### src/rtl/dlq_pkg.sv
// Shared types and codes for the delta-list timer queue.
package dlq_pkg;

  // Input action codes.
  localparam logic [1:0] ACT_DELAY = 2'd0;
  localparam logic [1:0] ACT_TIME  = 2'd1;
  localparam logic [1:0] ACT_TICK  = 2'd2;

  // Result kind codes as they appear on the output.
  typedef enum logic [1:0] {
    KIND_WAKE   = 2'd0,
    KIND_TIME   = 2'd1,
    KIND_REJECT = 2'd2
  } kind_e;

  // Controller states.
  typedef enum logic [3:0] {
    ST_IDLE,
    ST_INS_RD,
    ST_INS_CMP,
    ST_SH_RD,
    ST_SH_WR,
    ST_INS_WR,
    ST_EMIT_REJ,
    ST_EMIT_TIME,
    ST_TK_RD,
    ST_TK_CMP,
    ST_TK_NEXT,
    ST_EMIT_WAKE
  } state_e;

  // Which list position the memory read port looks at.
  typedef enum logic [1:0] {
    RD_POS,
    RD_SHIFT,
    RD_HEAD
  } rd_sel_e;

  // What the memory write port stores.
  typedef enum logic [1:0] {
    WR_NONE,
    WR_SHIFT,
    WR_NEW,
    WR_HEAD_DEC
  } wr_sel_e;

  // Commands from the controller to the datapath.
  typedef struct packed {
    logic    accept;
    logic    tick_inc;
    logic    rd_en;
    rd_sel_e rd_sel;
    wr_sel_e wr_sel;
    logic    walk_step;
    logic    fix_latch;
    logic    ctr_dec;
    logic    count_inc;
    logic    pop;
    logic    pend_load;
    logic    emit;
    kind_e   emit_kind;
  } cmd_t;

  // Status from the datapath to the controller.
  typedef struct packed {
    logic full;
    logic empty;
    logic pos_at_end;
    logic wait_gt;
    logic head_gt1;
    logic ctr_at_pos;
    logic wake_last;
    logic out_free;
  } status_t;

endpackage

### src/rtl/dlq_ctrl.sv
// Sequencing state machine for the delta-list timer queue.
module dlq_ctrl (
  input  logic             clk_i,
  input  logic             rst_ni,
  input  logic             in_valid_i,
  input  logic [1:0]       in_action_i,
  input  dlq_pkg::status_t status_i,
  output dlq_pkg::cmd_t    cmd_o,
  output logic             in_stall_o
);

  dlq_pkg::state_e state_q, state_d;

  // State register.
  always_ff @(posedge clk_i or negedge rst_ni) begin
    if (!rst_ni) begin
      state_q <= dlq_pkg::ST_IDLE;
    end else begin
      state_q <= state_d;
    end
  end

  // Next-state logic.
  always_comb begin
    state_d = state_q;
    unique case (state_q)
      dlq_pkg::ST_IDLE: begin
        if (in_valid_i) begin
          priority case (in_action_i)
            dlq_pkg::ACT_DELAY: begin
              state_d = status_i.full ? dlq_pkg::ST_EMIT_REJ : dlq_pkg::ST_INS_RD;
            end
            dlq_pkg::ACT_TIME: state_d = dlq_pkg::ST_EMIT_TIME;
            dlq_pkg::ACT_TICK: begin
              state_d = status_i.empty ? dlq_pkg::ST_IDLE : dlq_pkg::ST_TK_RD;
            end
            default: state_d = dlq_pkg::ST_IDLE;
          endcase
        end
      end
      dlq_pkg::ST_INS_RD: begin
        state_d = status_i.pos_at_end ? dlq_pkg::ST_SH_RD : dlq_pkg::ST_INS_CMP;
      end
      dlq_pkg::ST_INS_CMP: begin
        state_d = status_i.wait_gt ? dlq_pkg::ST_INS_RD : dlq_pkg::ST_SH_RD;
      end
      dlq_pkg::ST_SH_RD: begin
        state_d = status_i.ctr_at_pos ? dlq_pkg::ST_INS_WR : dlq_pkg::ST_SH_WR;
      end
      dlq_pkg::ST_SH_WR:  state_d = dlq_pkg::ST_SH_RD;
      dlq_pkg::ST_INS_WR: state_d = dlq_pkg::ST_IDLE;
      dlq_pkg::ST_EMIT_REJ, dlq_pkg::ST_EMIT_TIME: begin
        if (status_i.out_free) state_d = dlq_pkg::ST_IDLE;
      end
      dlq_pkg::ST_TK_RD: state_d = dlq_pkg::ST_TK_CMP;
      dlq_pkg::ST_TK_CMP: begin
        state_d = status_i.head_gt1 ? dlq_pkg::ST_IDLE : dlq_pkg::ST_TK_NEXT;
      end
      dlq_pkg::ST_TK_NEXT: state_d = dlq_pkg::ST_EMIT_WAKE;
      dlq_pkg::ST_EMIT_WAKE: begin
        if (status_i.out_free) begin
          state_d = status_i.wake_last ? dlq_pkg::ST_IDLE : dlq_pkg::ST_TK_NEXT;
        end
      end
      default: state_d = dlq_pkg::ST_IDLE;
    endcase
  end

  // Command outputs.
  always_comb begin
    cmd_o           = '0;
    cmd_o.rd_sel    = dlq_pkg::RD_POS;
    cmd_o.wr_sel    = dlq_pkg::WR_NONE;
    cmd_o.emit_kind = dlq_pkg::KIND_WAKE;
    in_stall_o      = (state_q != dlq_pkg::ST_IDLE);
    unique case (state_q)
      dlq_pkg::ST_IDLE: begin
        if (in_valid_i) begin
          cmd_o.accept   = 1'b1;
          cmd_o.tick_inc = (in_action_i == dlq_pkg::ACT_TICK);
        end
      end
      dlq_pkg::ST_INS_RD: begin
        cmd_o.rd_en  = !status_i.pos_at_end;
        cmd_o.rd_sel = dlq_pkg::RD_POS;
      end
      dlq_pkg::ST_INS_CMP: begin
        cmd_o.walk_step = status_i.wait_gt;
        cmd_o.fix_latch = !status_i.wait_gt;
      end
      dlq_pkg::ST_SH_RD: begin
        cmd_o.rd_en  = !status_i.ctr_at_pos;
        cmd_o.rd_sel = dlq_pkg::RD_SHIFT;
      end
      dlq_pkg::ST_SH_WR: begin
        cmd_o.wr_sel  = dlq_pkg::WR_SHIFT;
        cmd_o.ctr_dec = 1'b1;
      end
      dlq_pkg::ST_INS_WR: begin
        cmd_o.wr_sel    = dlq_pkg::WR_NEW;
        cmd_o.count_inc = 1'b1;
      end
      dlq_pkg::ST_EMIT_REJ: begin
        cmd_o.emit      = status_i.out_free;
        cmd_o.emit_kind = dlq_pkg::KIND_REJECT;
      end
      dlq_pkg::ST_EMIT_TIME: begin
        cmd_o.emit      = status_i.out_free;
        cmd_o.emit_kind = dlq_pkg::KIND_TIME;
      end
      dlq_pkg::ST_TK_RD: begin
        cmd_o.rd_en  = 1'b1;
        cmd_o.rd_sel = dlq_pkg::RD_HEAD;
      end
      dlq_pkg::ST_TK_CMP: begin
        if (status_i.head_gt1) begin
          cmd_o.wr_sel = dlq_pkg::WR_HEAD_DEC;
        end else begin
          cmd_o.pend_load = 1'b1;
          cmd_o.pop       = 1'b1;
        end
      end
      dlq_pkg::ST_TK_NEXT: begin
        cmd_o.rd_en  = !status_i.empty;
        cmd_o.rd_sel = dlq_pkg::RD_HEAD;
      end
      dlq_pkg::ST_EMIT_WAKE: begin
        cmd_o.emit      = status_i.out_free;
        cmd_o.emit_kind = dlq_pkg::KIND_WAKE;
        cmd_o.pend_load = status_i.out_free && !status_i.wake_last;
        cmd_o.pop       = status_i.out_free && !status_i.wake_last;
      end
      default: begin
        cmd_o = '0;
      end
    endcase
  end

endmodule

### src/rtl/dlq_dpath.sv
// Datapath: list memory, tick counter, insertion registers and result register.
module dlq_dpath #(
  parameter int QUEUE_DEPTH  = 16,
  parameter int TASK_ID_BITS = 8
) (
  input  logic                    clk_i,
  input  logic                    rst_ni,
  input  dlq_pkg::cmd_t           cmd_i,
  output dlq_pkg::status_t        status_o,
  input  logic [TASK_ID_BITS-1:0] in_task_id_i,
  input  logic [31:0]             in_ticks_i,
  output logic                    out_valid_o,
  input  logic                    out_stall_i,
  output logic [1:0]              out_kind_o,
  output logic [TASK_ID_BITS-1:0] out_target_task_o,
  output logic [31:0]             out_time_value_o,
  output logic                    out_last_o
);

  localparam int IW = $clog2(QUEUE_DEPTH);
  localparam int CW = $clog2(QUEUE_DEPTH + 1);

  // List storage, kept as a ring that starts at the head pointer.
  logic [TASK_ID_BITS-1:0] mem_task  [QUEUE_DEPTH];
  logic [31:0]             mem_delta [QUEUE_DEPTH];

  logic [IW-1:0]           head_q;
  logic [CW-1:0]           count_q;
  logic [31:0]             tick_q;
  logic [CW-1:0]           pos_q;
  logic [CW-1:0]           ctr_q;
  logic [31:0]             wait_q;
  logic [31:0]             succ_q;
  logic [TASK_ID_BITS-1:0] task_q;
  logic [TASK_ID_BITS-1:0] pend_q;
  logic [TASK_ID_BITS-1:0] rtask_q;
  logic [31:0]             rdelta_q;

  logic                    out_valid_q;
  logic [1:0]              out_kind_q;
  logic [TASK_ID_BITS-1:0] out_task_q;
  logic [31:0]             out_time_q;
  logic                    out_last_q;

  logic [CW-1:0]           rd_lidx;
  logic [CW-1:0]           wr_lidx;
  logic                    wr_en;
  logic [TASK_ID_BITS-1:0] wr_task;
  logic [31:0]             wr_delta;
  logic                    shift_fix;
  logic                    out_free;
  logic                    wake_last;

  // Map a position in the list to a ring address.
  function automatic logic [IW-1:0] phys_idx(logic [IW-1:0] head, logic [CW-1:0] lidx);
    logic [IW:0] sum;
    sum = {1'b0, head} + (IW+1)'(lidx);
    if (sum >= (IW+1)'(QUEUE_DEPTH)) begin
      sum = sum - (IW+1)'(QUEUE_DEPTH);
    end
    return sum[IW-1:0];
  endfunction

  // Read position select.
  always_comb begin
    unique case (cmd_i.rd_sel)
      dlq_pkg::RD_POS:   rd_lidx = pos_q;
      dlq_pkg::RD_SHIFT: rd_lidx = ctr_q - CW'(1);
      dlq_pkg::RD_HEAD:  rd_lidx = '0;
      default:           rd_lidx = '0;
    endcase
  end

  // The entry right behind the new one loses the new entry's wait.
  assign shift_fix = (ctr_q == pos_q + CW'(1));

  // Write position and data select.
  always_comb begin
    wr_en    = 1'b1;
    wr_lidx  = '0;
    wr_task  = rtask_q;
    wr_delta = rdelta_q;
    unique case (cmd_i.wr_sel)
      dlq_pkg::WR_NONE: wr_en = 1'b0;
      dlq_pkg::WR_SHIFT: begin
        wr_lidx  = ctr_q;
        wr_delta = shift_fix ? succ_q : rdelta_q;
      end
      dlq_pkg::WR_NEW: begin
        wr_lidx  = pos_q;
        wr_task  = task_q;
        wr_delta = wait_q;
      end
      dlq_pkg::WR_HEAD_DEC: wr_delta = rdelta_q - 32'd1;
      default: wr_en = 1'b0;
    endcase
  end

  // Memory write and registered read.
  always_ff @(posedge clk_i) begin
    if (wr_en) begin
      mem_task[phys_idx(head_q, wr_lidx)]  <= wr_task;
      mem_delta[phys_idx(head_q, wr_lidx)] <= wr_delta;
    end
    if (cmd_i.rd_en) begin
      rtask_q  <= mem_task[phys_idx(head_q, rd_lidx)];
      rdelta_q <= mem_delta[phys_idx(head_q, rd_lidx)];
    end
  end

  // List bookkeeping and tick counter.
  always_ff @(posedge clk_i or negedge rst_ni) begin
    if (!rst_ni) begin
      head_q  <= '0;
      count_q <= '0;
      tick_q  <= '0;
    end else begin
      if (cmd_i.tick_inc) tick_q <= tick_q + 32'd1;
      if (cmd_i.count_inc) begin
        count_q <= count_q + CW'(1);
      end else if (cmd_i.pop) begin
        count_q <= count_q - CW'(1);
        head_q  <= (head_q == IW'(QUEUE_DEPTH - 1)) ? '0 : head_q + IW'(1);
      end
    end
  end

  // Insertion walk registers.
  always_ff @(posedge clk_i) begin
    if (cmd_i.accept) begin
      task_q <= in_task_id_i;
      wait_q <= in_ticks_i;
      pos_q  <= '0;
      ctr_q  <= count_q;
    end else begin
      if (cmd_i.walk_step) begin
        wait_q <= wait_q - rdelta_q;
        pos_q  <= pos_q + CW'(1);
      end
      if (cmd_i.ctr_dec) ctr_q <= ctr_q - CW'(1);
    end
    if (cmd_i.fix_latch) succ_q <= rdelta_q - wait_q;
    if (cmd_i.pend_load) pend_q <= rtask_q;
  end

  // A wake is the last one when the list has run dry or the new head still waits.
  assign wake_last = (count_q == '0) || (rdelta_q != 32'd0);
  assign out_free  = !out_valid_q || !out_stall_i;

  // Result register.
  always_ff @(posedge clk_i or negedge rst_ni) begin
    if (!rst_ni) begin
      out_valid_q <= 1'b0;
    end else if (cmd_i.emit) begin
      out_valid_q <= 1'b1;
    end else if (!out_stall_i) begin
      out_valid_q <= 1'b0;
    end
  end

  always_ff @(posedge clk_i) begin
    if (cmd_i.emit) begin
      out_kind_q <= cmd_i.emit_kind;
      unique case (cmd_i.emit_kind)
        dlq_pkg::KIND_TIME: begin
          out_task_q <= task_q;
          out_time_q <= tick_q;
          out_last_q <= 1'b1;
        end
        dlq_pkg::KIND_REJECT: begin
          out_task_q <= task_q;
          out_time_q <= '0;
          out_last_q <= 1'b1;
        end
        default: begin
          out_task_q <= pend_q;
          out_time_q <= '0;
          out_last_q <= wake_last;
        end
      endcase
    end
  end

  assign out_valid_o       = out_valid_q;
  assign out_kind_o        = out_kind_q;
  assign out_target_task_o = out_task_q;
  assign out_time_value_o  = out_time_q;
  assign out_last_o        = out_last_q;

  // Status to the controller.
  assign status_o.full       = (count_q == CW'(QUEUE_DEPTH));
  assign status_o.empty      = (count_q == '0);
  assign status_o.pos_at_end = (pos_q == count_q);
  assign status_o.wait_gt    = (wait_q > rdelta_q);
  assign status_o.head_gt1   = (rdelta_q > 32'd1);
  assign status_o.ctr_at_pos = (ctr_q == pos_q);
  assign status_o.wake_last  = wake_last;
  assign status_o.out_free   = out_free;

endmodule

### src/rtl/delta_list_timer_queue_core.sv
// Top level of the delta-list timer queue: controller plus datapath.
//
// The block keeps a 32-bit wrapping tick counter and a sorted list of up to
// QUEUE_DEPTH waiting tasks, each stored as its wait relative to the entry
// ahead of it, in a single-port-read, single-port-write memory used as a ring.
// One item is worked on at a time. A get-time request or a rejected delay
// goes straight to the result register, plus any wait for it to be free.
// An accepted delay walks past the entries whose wait is smaller than its
// remaining wait, then moves each entry behind its place back one place and
// writes the new entry; each step costs a memory read and a compare or a
// write. A tick on an empty list only advances the counter; otherwise it
// reads the head and either decrements its wait or wakes it and each next
// head with no wait left, reading each new head before its wake is emitted.
// The list starts empty at reset and needs no clearing pass.
module delta_list_timer_queue_core #(
  parameter int QUEUE_DEPTH  = 16,
  parameter int TASK_ID_BITS = 8
) (
  input  logic                    clk_i,
  input  logic                    rst_ni,
  input  logic                    in_valid_i,
  output logic                    in_stall_o,
  input  logic [1:0]              in_action_i,
  input  logic [TASK_ID_BITS-1:0] in_task_id_i,
  input  logic [31:0]             in_ticks_i,
  output logic                    out_valid_o,
  input  logic                    out_stall_i,
  output logic [1:0]              out_kind_o,
  output logic [TASK_ID_BITS-1:0] out_target_task_o,
  output logic [31:0]             out_time_value_o,
  output logic                    out_last_o
);

  dlq_pkg::cmd_t    cmd;
  dlq_pkg::status_t status;

  // Sequencer.
  dlq_ctrl u_ctrl (
    .clk_i       (clk_i),
    .rst_ni      (rst_ni),
    .in_valid_i  (in_valid_i),
    .in_action_i (in_action_i),
    .status_i    (status),
    .cmd_o       (cmd),
    .in_stall_o  (in_stall_o)
  );

  // Storage and arithmetic.
  dlq_dpath #(
    .QUEUE_DEPTH  (QUEUE_DEPTH),
    .TASK_ID_BITS (TASK_ID_BITS)
  ) u_dpath (
    .clk_i             (clk_i),
    .rst_ni            (rst_ni),
    .cmd_i             (cmd),
    .status_o          (status),
    .in_task_id_i      (in_task_id_i),
    .in_ticks_i        (in_ticks_i),
    .out_valid_o       (out_valid_o),
    .out_stall_i       (out_stall_i),
    .out_kind_o        (out_kind_o),
    .out_target_task_o (out_target_task_o),
    .out_time_value_o  (out_time_value_o),
    .out_last_o        (out_last_o)
  );

endmodule

### config.mk
export PLATFORM = sky130hd
export DESIGN_NAME = delta_list_timer_queue_core
export DESIGN_NICKNAME = d
export VERILOG_FILES = /design/src/rtl/dlq_pkg.sv /design/src/rtl/dlq_ctrl.sv /design/src/rtl/dlq_dpath.sv /design/src/rtl/delta_list_timer_queue_core.sv
export SDC_FILE = /design/constraint.sdc
export NUM_CORES = 1
export LEC_CHECK = 0
export ABC_AREA = 0
export BUFFER_PORTS_ARGS = -buffer_cell sky130_fd_sc_hd__buf_2
export CAP_MARGIN = 40
export CELL_PAD_IN_SITES_DETAIL_PLACEMENT = 1
export CELL_PAD_IN_SITES_GLOBAL_PLACEMENT = 2
export CORE_MARGIN = 2
export CORE_UTILIZATION = 51
export DETAILED_ROUTE_END_ITERATION = 8
export GPL_TIMING_DRIVEN = 0
export PLACE_DENSITY = 0.88
export SYNTH_ARGS = -nofsm -noshare
export SYNTH_HDL_FRONTEND = slang
export SYNTH_SLANG_ARGS = --single-unit
### constraint.sdc
create_clock -name clk_i -period 12.6 [get_ports clk_i]
set_clock_uncertainty 0.15 [all_clocks]
set_input_delay 2.52 -clock clk_i [delete_from_list [all_inputs] [get_ports clk_i]]
set_output_delay 2.52 -clock clk_i [all_outputs]
set_load 0.01 [all_outputs]
==> run metrics <==
DR pass1 iterations=6; worst-margin pin slew=0.956 ns; CTS tree=yes; # Post-CTS Setup Buffers=0; critical path type=flip-flop to flip-flop; Reg clk slew, reported paths=0.07 ns; fraction of registers with async set/reset=5.36%; Worst Path Arrival=8.04 ns; status=finished clean; Yosys warning total=0; Synth Flop Type=edfxtp_1; library cells used by synthesis=85; Synth Cell Area=38300 um^2; Worst Setup Slack post-DPL=5.13 ns; IO Pins=91; clk sinks=859; Tot GR Track Use=31.7%; RSZ-0062 raised after global routing=false; slew margin rel.=36.3%; fin nets=2793; Post-DP Area=41600 um^2; FMAX=128 MHz; GPL Wtd Cong=0.906; final instance area=44600 um^2; power per cell area=296 nW/um^2; final hold viol count=0; clk root buf=clkbuf_16; Post-Syn Nets=2514; HPWL Detailed=80.4 mm; worst setup margin=4.76 ns; antenna fix cells=0; CTS buffer count=89; Worst Setup Start Kind=flip-flop; clock latency on the worst-skew pair=0.69 ns; Layout area overhead=16.5%; Crit. End Element=flip-flop; final worst-path cycle share=62.2%; first-pass GRT wire length=178 mm; post-route ant nets=0; FF-to-FF Start=u_dpath.rdelta_q[4]$_DFFE_PP_; FILL cells=6752; Final setup viols=0; DRC viols=0; number of port buffers=90; die area=77300 um^2; Syn Area/Cell=16.1 um^2; Synth Register Bits=859; HP Class=flip-flop to flip-flop; worst setup path start=u_dpath.rdelta_q[4]$_DFFE_PP_; vias in the first global route=25575; height of the die=278 um; peak supply drop=0.142 mV; GR Overflow Total=0; via density per instance=6.55; initial antenna violation count=0; CP required=12.80 ns; maximum fanout along the worst path=19; register area share after synthesis=66.6%; Pins Over Slew Limit=0; R2R cell count=21; total power=13.2 mW; EDFF count, synth=808; clk buf depth=3; Die Width=278 um; Vias=24242; H-tree Lvls=3; setup TNS=0 ns; 1st-iter DRT viols=3000; largest net degree at the start of global routing=30; share of layout cells above drive strength 1=22.8%; core area=74400 um^2; CTS hold repair buffers=0; Hold Startpoint=u_dpath.rtask_q[3]$_DFFE_PP_; cell row count=100; drt total wl=120 mm; hold depth=0; Initial Util=51.4%; DR WL/cell=32.5 um; cts repair resizes=0; max-cap violations=0; fin crit period=7.84 ns; Lkg Pwr=15.1 nW; Mapped Cells=2377
-- worst max-delay path, stage by stage (launching register included) --
cell and delay [ns]:
edfxtp_1 0.53, or4_4 0.60, nor4_1 0.33, nand4_1 0.35, nor2_1 0.24, o22ai_1 0.10
nor2b_1 0.20, inv_1 0.14, ha_1 0.16, clkbuf_1 0.51, clkbuf_1 0.62, buf_2 0.51
a22oi_1 0.17, nor2_1 0.26, ha_1 0.28, a21o_1 0.16, a21oi_1 0.32, xor2_1 0.26
nand2_1 0.34, nor2_4 0.76, buf_12 0.30, buf_16 0.18
-- flip-flops by register name (all words and copies together), names as in the netlist --
register / cells
u_dpath.mem_delta: 512
u_dpath.mem_task: 128
u_dpath.out_time_value_o: 32
u_dpath.rdelta_q: 32
u_dpath.succ_q: 32
u_dpath.tick_q: 32
u_dpath.wait_q: 32
u_dpath.out_target_task_o: 8
u_dpath.pend_q: 8
u_dpath.rtask_q: 8
u_dpath.task_q: 8
u_dpath.count_q: 5
u_dpath.ctr_q: 5
u_dpath.pos_q: 5
u_ctrl.state_q: 4
u_dpath.head_q: 4
u_dpath.out_kind_o: 2
u_dpath.out_last_o: 1
u_dpath.out_valid_o: 1
-- where the power goes --
group / internal, mW / switching [mW] / leakage, nW
registers: 4.22 / 0.310 / 7.98
clock network: 1.52 / 1.17 / 1.41
logic: 2.32 / 3.65 / 5.74
-- worst paths after layout --
path / end / slack (ns)
setup / recovery: u_dpath.mem_delta[10][13]$_DFFE_PP_ / 4.76
hold / removal: u_dpath.pend_q[3]$_DFFE_PP_ / 0.29
setup reg to reg: u_dpath.mem_delta[10][13]$_DFFE_PP_ / 4.76
hold reg to reg: u_dpath.pend_q[3]$_DFFE_PP_ / 0.29
max in group asynchronous: u_ctrl.state_q[3]$_DFFE_PN0P_ / 10.05
min in group asynchronous: u_dpath.tick_q[24]$_DFFE_PN0P_ / 1.69
-- placed cells by master, fill, tap and decap left out, types with 15 or more instances in the layout --
cell type and instances:
dfrtp_1 46, clkbuf_1 102, clkbuf_16 91, nor3_1 33, nor2_4 19, or3_1 15, and2_1 36, inv_1 101
a21oi_1 148, buf_8 19, a21o_1 34, ha_1 86, buf_4 29, nand2_1 95, mux4_2 200, xor2_1 32
nand3_1 36, clkinv_1 22, nor4_1 16, nor2_1 114, xnor2_1 92, buf_16 19, nand4_1 16, mux2_2 23
o21ai_0 78, edfxtp_1 808, buf_12 20, buf_2 116
-- synth_stat cells (5+ instances only) --
library cell	n	area, um^2
o21bai_1	13	97.6
mux2_2	23	259
edfxtp_1	808	24300
nor3_1	33	165
and3_1	9	56.3
ha_1	86	1080
nand3_1	36	180
xor2_1	32	280
or3_1	15	93.8
mux4_2	200	4500
a221oi_1	14	123
clkbuf_1	85	319
and2_1	37	231
nand2_1	96	360
xnor2_1	92	806
buf_2	23	115
nor2b_1	9	56.3
fa_1	5	100
buf_1	12	45.0
o21ai_0	84	420
inv_1	101	379
nand4_1	16	100
o21a_1	9	67.6
o31ai_1	10	75.1
and4_1	6	52.6
o211ai_1	7	52.6
a31oi_1	14	87.6
a21oi_1	150	751
a211o_1	5	43.8
nor2_1	130	488
o22ai_1	9	56.3
nand2b_1	13	81.3
nor4_1	16	100
a21o_1	34	255
dfxtp_1	5	100
a22oi_1	5	37.5
a222oi_1	6	60.1
dfrtp_1	46	1150
-- layer usage --
metal	vias up	part of all wire, %	track usage, %
met4	0	4.9	14.0
met1	12578	38	42.2
li1	9876	-	-
met3	379	8.7	6.36
met2	1409	48	51.2
met5	-	0	0
-- logic make-up (layout without fill, tap and decap cells) --
group                    Yosys count  after routing  share of synthesized area, %
AO/OA/AOI/OAI                    405            405                          6.71
XOR/XNOR                         124            124                          2.84
adder cells (fa/ha/maj)           91             91                          3.07
buffers and inverters            226            580                          2.34
flip-flops                       859            859                          66.6
multiplexers                     224            224                          12.5
AND/OR/NAND/NOR                  448            448                          5.94
-- cell type report --
cell class / instances / area [um^2] / area share (%)
inverter: 101 / 379 / 0.850
timing repair buffer: 188 / 1990 / 4.47
sequential: 859 / 25500 / 57.2
clock inverter: 58 / 616 / 1.38
multi-input combinational: 1292 / 12000 / 27.0
clock buffer: 108 / 2340 / 5.25
tap: 969 / 1210 / 2.72
buffer: 125 / 518 / 1.16
-- through the flow --
stage | hold slack [ns] | utilization, % | instances
after detailed placement | 0.284 | 55.9 | 3529
after global placement | 0.280 | 53.7 | 3436
after global routing | 0.324 | 59.9 | 3700
final | 0.294 | 59.9 | 3700
after CTS | 0.295 | 59.8 | 3695
after floorplan | 0.272 | - | 2377
No activity file was read; power rests on OpenSTA's default activity.
